--- src/rtl/tmaa_mul.sv ---
// Bit-serial shift-add multiplier, one multiplier bit per cycle, MSB first.
module tmaa_mul #(
  parameter int MW = 34
) (
  input  logic                       clk_i,
  input  logic                       rst_ni,
  input  logic                       start_i,
  input  logic [$clog2(MW+1)-1:0]    len_i,   // multiplier bits to consume
  input  logic [MW-1:0]              a_i,
  input  logic [MW-1:0]              b_i,     // multiplier, aligned to the top
  output logic                       done_o,
  output logic [2*MW-1:0]            prod_o
);

  localparam int CW = $clog2(MW + 1);
  localparam int PW = 2 * MW;

  logic [CW-1:0] cnt_q, cnt_d;
  logic          done_q, done_d;
  logic [PW-1:0] acc_q, acc_d;
  logic [MW-1:0] ma_q, ma_d;
  logic [MW-1:0] mb_q, mb_d;

  always_comb begin
    cnt_d  = cnt_q;
    acc_d  = acc_q;
    ma_d   = ma_q;
    mb_d   = mb_q;
    done_d = 1'b0;
    if (start_i) begin
      cnt_d = len_i;
      acc_d = '0;
      ma_d  = a_i;
      mb_d  = b_i;
    end else if (cnt_q != '0) begin
      // shift in one partial product per step
      acc_d  = {acc_q[PW-2:0], 1'b0} + (mb_q[MW-1] ? PW'(ma_q) : '0);
      mb_d   = {mb_q[MW-2:0], 1'b0};
      cnt_d  = cnt_q - CW'(1);
      done_d = (cnt_q == CW'(1));
    end
  end

  always_ff @(posedge clk_i or negedge rst_ni) begin
    if (!rst_ni) begin
      cnt_q  <= '0;
      done_q <= 1'b0;
    end else begin
      cnt_q  <= cnt_d;
      done_q <= done_d;
    end
  end

  always_ff @(posedge clk_i) begin
    acc_q <= acc_d;
    ma_q  <= ma_d;
    mb_q  <= mb_d;
  end

  assign done_o = done_q;
  assign prod_o = acc_q;

endmodule

--- config.mk ---
export PLATFORM = sky130hd
export DESIGN_NAME = tmaa_mul
export DESIGN_NICKNAME = d
export VERILOG_FILES = /design/src/rtl/tmaa_mul.sv
export SDC_FILE = /design/constraint.sdc
export NUM_CORES = 1
export LEC_CHECK = 0
export BUFFER_PORTS_ARGS = -buffer_cell sky130_fd_sc_hd__buf_2
export CAP_MARGIN = 25
export CORE_UTILIZATION = 40
export DETAILED_ROUTE_END_ITERATION = 10
export PLACE_DENSITY_LB_ADDON = 0.1
export SKIP_LAST_GASP = 1
export SLEW_MARGIN = 25
export SYNTH_ARGS = -nofsm -noshare
export SYNTH_HDL_FRONTEND = slang
export SYNTH_SLANG_ARGS = --single-unit
--- constraint.sdc ---
create_clock -name clk_i -period 3.4 [get_ports clk_i]
set_input_delay 0.34 -clock clk_i [delete_from_list [all_inputs] [get_ports clk_i]]
set_output_delay 0.34 -clock clk_i [all_outputs]
set_load 0.1 [all_outputs]
==> out/metrics.csv <==
metric;value;unit
status;finished clean;
final-report hold violation count;0;
Core Region;18710;µm²
H-tree depth;4;
die height;140.3;µm
Mapped Nets;865;
slew of the pin with the lowest slew margin;917.3;ps
number of global-route vias before repair;5834;
max frequency;306.9;MHz
ANT cells;0;
r2r worst-path depth;13;
Die ar.;19690;µm²
#FFs+latches synth;143;
crit path kind;reg -> reg;
WL per Instance;15.74;µm
Final ANT Viol Nets;0;
chip width;140.3;µm
post-synthesis cell count;752;
startpoint types;register;
Worst slew margin;0.3828;
Critical Path RT;3710;ps
Most Crowded Layer GR;met2;
Post-synth EDFFs;68;
met1 Track Usage GR;0.2461;
CTS tree;yes;
unrepaired setup endpoints after global routing;yes;
clock period minus worst slack;3258;ps
DRT iter0 DRCs;265;
row count;50;
first-pass GRT wire length;29.51;mm
cell count of the worst hold path;1;
Avg Inst Size Synth;10.18;µm²
asr flop ratio synth;0.04895;
maximum VDD drop;0.0003530;V
synth cell count leaders;90 x nand2_1, 68 x dfxtp_1, 68 x edfxtp_1;
post-synthesis xor/xnor area fraction;0.07323;
Vias;5978;
mapped cell area;7655;µm²
count leader, synth;nand2_1;
clk slew on worst S/H paths;60;ps
fin crit share;0.9582;
Fillers;1717;
largest net degree at the start of global routing;47;
Syn. warnings;0;
Sink Count;143;
worst skew pair latency;420;ps
sequential share of the synthesized area;0.4675;
share of the synthesized area in the top cell type;0.2668;
Final Max Slew Viols;0;
area grow syn2layout;20.71;%
setup TNS;0;ps
DR vias/cell;5.239;
I/O Buffers;145;
aggregate global routing overflow;0;
total wire length;17.96;mm
post-synthesis mux area share;0.05002;
# IOs;146;
CTS max path bufs;2;
leak pwr;3.897;nW
Final Core Density;0.4940;
GRT Util Overall;0.1894;
largest family of logic cells by synthesized area;simple AND/OR/NAND/NOR gates;
HPWL Detailed;12.73;mm
Worst Clk Skew;11.21;ps
simple-gate area share of the yosys netlist;0.1657;
area share of fa/ha/maj cells after synthesis;0.05982;
Pre-Repair DR Iteration Count;4;
GR Util met3;0.04718;
post-synth top area cell;edfxtp_1;
top cells by area, synth;edfxtp_1 27%, dfxtp_1 18%, ha_1 5.7%;
DRC Markers;0;
GP Congestion;0.8318;
Synth Area in Compound Gates;0.1518;
initial antenna violation count;0;
Synth cell types;63;
nets;1007;
Clock Tree Root;clkbuf_16;
share of layout cells above drive strength 1;0.2712;
# setup viols final;0;
max_cap viols;0;
Starting Density;0.4092;
critical path arrival;3570;ps
Worst setup EP type;register;
Post-synth top flop;edfxtp_1;
power per cell area;658.9;nW/µm²
worst min path class;in -> reg;
CTS Buf Count;17;
Hold Slack;90.76;ps
met2 usage;0.3121;
crit path max fanout;18;
Power, Total;6.089;mW
[power breakdown]
part	leakage, nW	internal, mW	switching [mW]
combinational	2.28	0.567	1.51
clock	0.277	1.09	0.767
sequential	1.34	2.03	0.133
total	3.90	3.68	2.41
[routing by layer]
layer  vias up  part of all wire
li1       3002                 -
met1      2818              0.47
met4         0             0.012
met3        14             0.053
met2       144              0.47
met5         -                 0
[worst max-delay path, cell delays in order (launching register included)]
cell	delay (ps)
edfxtp_1	400
buf_4	210
and2_1	150
ha_1	350
a2111oi_2	380
o21ai_1	190
nand4_2	150
nand3_2	130
o31a_4	380
a31oi_4	210
buf_12	170
nor3_1	70
xor2_1	150
a22o_1	190
[timing repair]
action                     4_1_cts  5_1_grt
hold buffers                     1        0
setup buffers                    0        1
resized for setup                0        5
setup endpoints to repair        0       24
hold endpoints to repair         7        0
[stage by stage]
| stage | std cells | cell area (µm²) | setup slack (ps) |
|---|---|---|---|
| after floorplan | 752 | 7656 | 17.17 |
| after global placement | 1107 | 8603 | 217.7 |
| after detailed placement | 1107 | 8603 | 122.7 |
| after CTS | 1140 | 9199 | 108.6 |
| after global routing | 1141 | 9240 | -75.65 |
| final | 1141 | 9240 | 142.0 |
[area by class of cell]
class / count / area (µm²) / share of cell area
inverters: 15 / 56.30 / 0.006093
flip-flops and latches: 143 / 3580 / 0.3874
well taps: 234 / 292.8 / 0.03169
repair buffers: 160 / 855.8 / 0.09262
clock buffers: 17 / 425.4 / 0.04604
multi-input cells: 557 / 3870 / 0.4188
clock inverters: 15 / 160.2 / 0.01733
[state kept, by name, indices dropped and copies added (netlist names)]
signal and count:
cnt_q 6, done_o 1, ma_q 34, mb_q 34
prod_o 68
[final timing paths]
| path | startpoint | endpoint | slack (ps) |
|---|---|---|---|
| worst min-delay path | a_i[12] | ma_q[12] | 90 |
| worst max register to register | mb_q[33] | prod_o[60] | 140 |
| worst min register to register | prod_o[0] | prod_o[0] | 480 |
| max in group asynchronous | rst_ni | cnt_q[0] | 2950 |
| min in group asynchronous | rst_ni | cnt_q[4] | 280 |
| worst max-delay path | mb_q[33] | prod_o[60] | 140 |
[cell families (layout without fill, tap and decap cells)]
group           Yosys count  in the layout
xor+xnor                 64             64
fa+ha+maj                36             36
mux                      34             34
flops                   143            143
buf+inv                  52            207
compound gates          181            181
simple gates            242            242
[cell usage in the layout (no fill, tap or decap), types with 33 or more instances in the layout]
master    netlist  routed
a21oi_1        34      33
and2_1         35      34
buf_2           8     144
dfxtp_1        68      67
edfxtp_1       68      68
ha_1           35      35
mux2_2         34      34
nand2_1        90      90
o21ai_0        59      59
xnor2_1        46      46
Power figures use the tool's default switching activity.
