<file path="config.mk">
export PLATFORM = sky130hd
export DESIGN_NAME = tmaa_sqrt
export DESIGN_NICKNAME = d
export VERILOG_FILES = /design/src/rtl/tmaa_sqrt.sv
export SDC_FILE = /design/constraint.sdc
export NUM_CORES = 1
export LEC_CHECK = 0
export ABC_AREA = 1
export BUFFER_PORTS_ARGS = -buffer_cell sky130_fd_sc_hd__buf_2
export CAP_MARGIN = 0
export CORE_UTILIZATION = 35
export CTS_CLUSTER_SIZE = 25
export DETAILED_ROUTE_END_ITERATION = 7
export PLACE_DENSITY_LB_ADDON = 0.25
export SLEW_MARGIN = 5
export SYNTH_ARGS = -nofsm -noshare
export SYNTH_HDL_FRONTEND = slang
export SYNTH_SLANG_ARGS = --single-unit
</file>
<file path="constraint.sdc">
create_clock -name clk_i -period 4.5 [get_ports clk_i]
set_clock_uncertainty 0.2 [all_clocks]
set_input_delay 0.9 -clock clk_i [delete_from_list [all_inputs] [get_ports clk_i]]
set_output_delay 0.9 -clock clk_i [all_outputs]
set_load 0.01 [all_outputs]
</file>
<file path="src/rtl/tmaa_sqrt.sv">
// Restoring integer square root, one root bit (two radicand bits) per cycle.
module tmaa_sqrt #(
  parameter int MW = 34
) (
  input  logic            clk_i,
  input  logic            rst_ni,
  input  logic            start_i,
  input  logic [2*MW-1:0] rad_i,
  output logic            done_o,
  output logic [MW-1:0]   root_o
);

  localparam int CW = $clog2(MW + 1);
  localparam int RW = MW + 2;

  logic [CW-1:0]   cnt_q, cnt_d;
  logic            done_q, done_d;
  logic [2*MW-1:0] rad_q, rad_d;
  logic [RW-1:0]   rem_q, rem_d;
  logic [MW-1:0]   root_q, root_d;
  logic [RW:0]     rem_x;
  logic [RW:0]     trial;
  logic [RW:0]     diff;

  assign rem_x = {rem_q[MW:0], rad_q[2*MW-1 -: 2]};
  assign trial = (RW+1)'({root_q, 2'b01});
  assign diff  = rem_x - trial;

  always_comb begin
    cnt_d  = cnt_q;
    rad_d  = rad_q;
    rem_d  = rem_q;
    root_d = root_q;
    done_d = 1'b0;
    if (start_i) begin
      cnt_d  = CW'(MW);
      rad_d  = rad_i;
      rem_d  = '0;
      root_d = '0;
    end else if (cnt_q != '0) begin
      rad_d = {rad_q[2*MW-3:0], 2'b00};
      if (rem_x >= trial) begin
        rem_d  = diff[RW-1:0];
        root_d = {root_q[MW-2:0], 1'b1};
      end else begin
        rem_d  = rem_x[RW-1:0];
        root_d = {root_q[MW-2:0], 1'b0};
      end
      cnt_d  = cnt_q - CW'(1);
      done_d = (cnt_q == CW'(1));
    end
  end

  always_ff @(posedge clk_i or negedge rst_ni) begin
    if (!rst_ni) begin
      cnt_q  <= '0;
      done_q <= 1'b0;
    end else begin
      cnt_q  <= cnt_d;
      done_q <= done_d;
    end
  end

  always_ff @(posedge clk_i) begin
    rad_q  <= rad_d;
    rem_q  <= rem_d;
    root_q <= root_d;
  end

  assign done_o = done_q;
  assign root_o = root_q;

endmodule

</file>
==> run metrics <==
Starting Density 35.9%; final hold viol count 0; Die X-Extent 157 um; # clock sinks 144; Die ar. 0.0248 sq mm; pwr dens 682 mW/mm^2; CTS Root Cell clkbuf_16; H-tree depth 4; number of nets in the layout 1380; total negative slack 0 ns; Fmax achieved 345 MHz; Worst path depth 14; Area contributors post-synth edfxtp_1 (24%), nand2_1 (21%), dfxtp_1 (16%), inv_1 (6.5%), ha_1 (5.6%); post-synthesis net count 1285; Max Cap Viol 0; Clk pin slew, worst setup/hold paths 0.07 ns; Unique masters post-synth 40; layout cells sized above 1 13.2%; vias in the first global route 7262; largest net degree at the start of global routing 70; Finish-stage setup viols 0; clock buffer count from CTS 17; DRC Markers 0; post-CTS setup buffers 0; max-slew violation count 0; HP Class input pin to async pin; post-synthesis register bit count 144; Tmin final 2.90 ns; Period Utilization, post-route 64.4%; most common cell in the synthesized netlist nand2_1; drt first-iter violations 379; placed cell areas 0.00926 sq mm; number of synthesized flops with an enable pin 68; Post-synth ARST share 4.86%; top_reg_cell synth dfxtp_1; HPWL after DPL 15500 um; FP Rows 56; max incr delay on CP 0.39 ns; Critical Path Start root_o[22]; Syn Std Cell Area 0.00845 sq mm; Port Buf Inserts 105; clock buffer depth 2; crit path cell chain inv_1 > ha_1 > nand2_1 > nor2_1 > nand2_1 > nor2_2 > nand3_1 > nand3_2 > nor2_4 > buf_4 > nand2_8 > nand3_1 > nand3_1 > nand2_1; core area 0.0235 sq mm; hold buffers post-CTS 0; FF-to-FF Start root_o[22]; Ys Warns 0; CP top delay family simple AND/OR/NAND/NOR gates; Worst Path Max Fanout 45; Fill cells 2547; synth cell count leaders nand2_1 (469), inv_1 (147), nand3_1 (82); met1 track utilization from global routing 25.0%; Die H 157 um; I/O pins 106; Crit path buffers/inverters 2; Yosys top cell area share 24.2%; Leak 5.00 nW; global routing's busiest layer met2; Syn-to-layout area delta 16.8%; vias after detailed routing 7489; CP Capture Type flop; Worst-Margin Slew 1.17 ns; first-pass GRT wire length 36200 um; DR pass1 iterations 5; Crit Path Category flop to flop; CP max stage cell ha_1; WL per Instance 13.4 um; routability congestion estimate 0.883; unrepaired setup endpoints after global routing false; Syn Area/Cell 7.18 sq um; Routed WL 21600 um; initial antenna violation count 0; CTS resizes 0; CP Launch Type flop; GRT Util Overall 18.6%; Routed Antenna Nets 0; routing usage on met2 30.0%; reg2reg path depth 14; Design Area, Final 0.00987 sq mm; Syn Inst Count 1176; Worst EP required 4.62 ns; WP data arrival 3.02 ns; Tot Pwr 0.00673 W; later-pin clock latency in the skew report 0.44 ns; antenna diode count 0; CTS tree done; relative slew slack 21.5%; status complete, no violations; post-synthesis sequential area ratio 42.6%; Synth area leader edfxtp_1; GR Util met3 3.74%; grt total ovfl 0; vias per inst 4.67; Max IR drop VDD 0.345 mV
## cell type report
cell class,count,area [sq um],share of cell area (%)
clock buffers,17,425,4.31
clock inverters,15,178,1.80
inverters,154,581,5.88
multi-input cells,842,4100,41.5
flip-flops and latches,144,3600,36.5
well taps,319,399,4.05
repair buffers,112,591,5.99
## path summary, 6_finish.rpt
kind / slack [ns] / to
worst max-delay path: 1.60 / rem_q[24]
worst min-delay path: 0.1 / cnt_q[1]
worst max register to register: 1.60 / rem_q[24]
worst min register to register: 0.26 / rem_q[33]
max in group asynchronous: 3.83 / cnt_q[5]
min in group clk_i: 0.26 / rem_q[33]
## registers in the layout (all words and copies together), names as in the netlist
| name | cells |
|---|---|
| cnt_q | 6 |
| done_o | 1 |
| rad_q | 68 |
| rem_q | 35 |
| root_o | 34 |
## kinds of logic after synthesis
family | count (synthesis) | synth area share, %
xor+xnor | 20 | 2.07
buf+inv | 190 | 8.93
fa+ha+maj | 38 | 5.63
compound gates | 109 | 7.35
simple gates | 675 | 33.4
flops | 144 | 42.6
## layer usage
layer | vias to the layer above | routed length, um | share of wire, %
li1 | 3935 | - | -
met1 | 3359 | 10500 | 49
met2 | 175 | 9650 | 45
met3 | 20 | 1060 | 4.9
met4 | 0 | 348 | 1.6
met5 | - | 0 | 0
## where the power goes
part | switching [W] | internal, W
registers | 0.000119 | 0.00161
logic | 0.00233 | 0.00124
clock network | 0.000683 | 0.000754
total | 0.00313 | 0.00360
## worst reg2reg max path: stages, from the launching register on
cell	delay (ns)
dfxtp_1	0.32
inv_1	0.07
ha_1	0.39
nand2_1	0.12
nor2_1	0.27
nand2_1	0.15
nor2_2	0.13
nand3_1	0.09
nand3_2	0.10
nor2_4	0.03
buf_4	0.24
nand2_8	0.29
nand3_1	0.19
nand3_1	0.10
nand2_1	0.09
## through the flow
| step | cells | hold slack [ns] | util [%] | setup slack [ns] |
|---|---|---|---|---|
| floorplan | 1176 | 0.230 | - | 0.553 |
| global placement | 1571 | 0.244 | 39.3 | 1.44 |
| detailed placement | 1571 | 0.255 | 39.3 | 1.38 |
| CTS | 1603 | 0.0889 | 41.9 | 1.60 |
| global route | 1603 | 0.0949 | 41.9 | 1.26 |
| finish | 1603 | 0.0982 | 41.9 | 1.60 |
## cells in the final DEF (no fill, tap or decap), types with 20 or more instances in the layout
cell      instances
nand2_1         469
inv_1           147
buf_2           105
nand3_1          82
nor2_1           74
dfxtp_1          69
edfxtp_1         68
ha_1             38
o22ai_1          33
a21oi_1          31
o21ai_1          20
No activity file was read; power rests on OpenSTA's default activity.
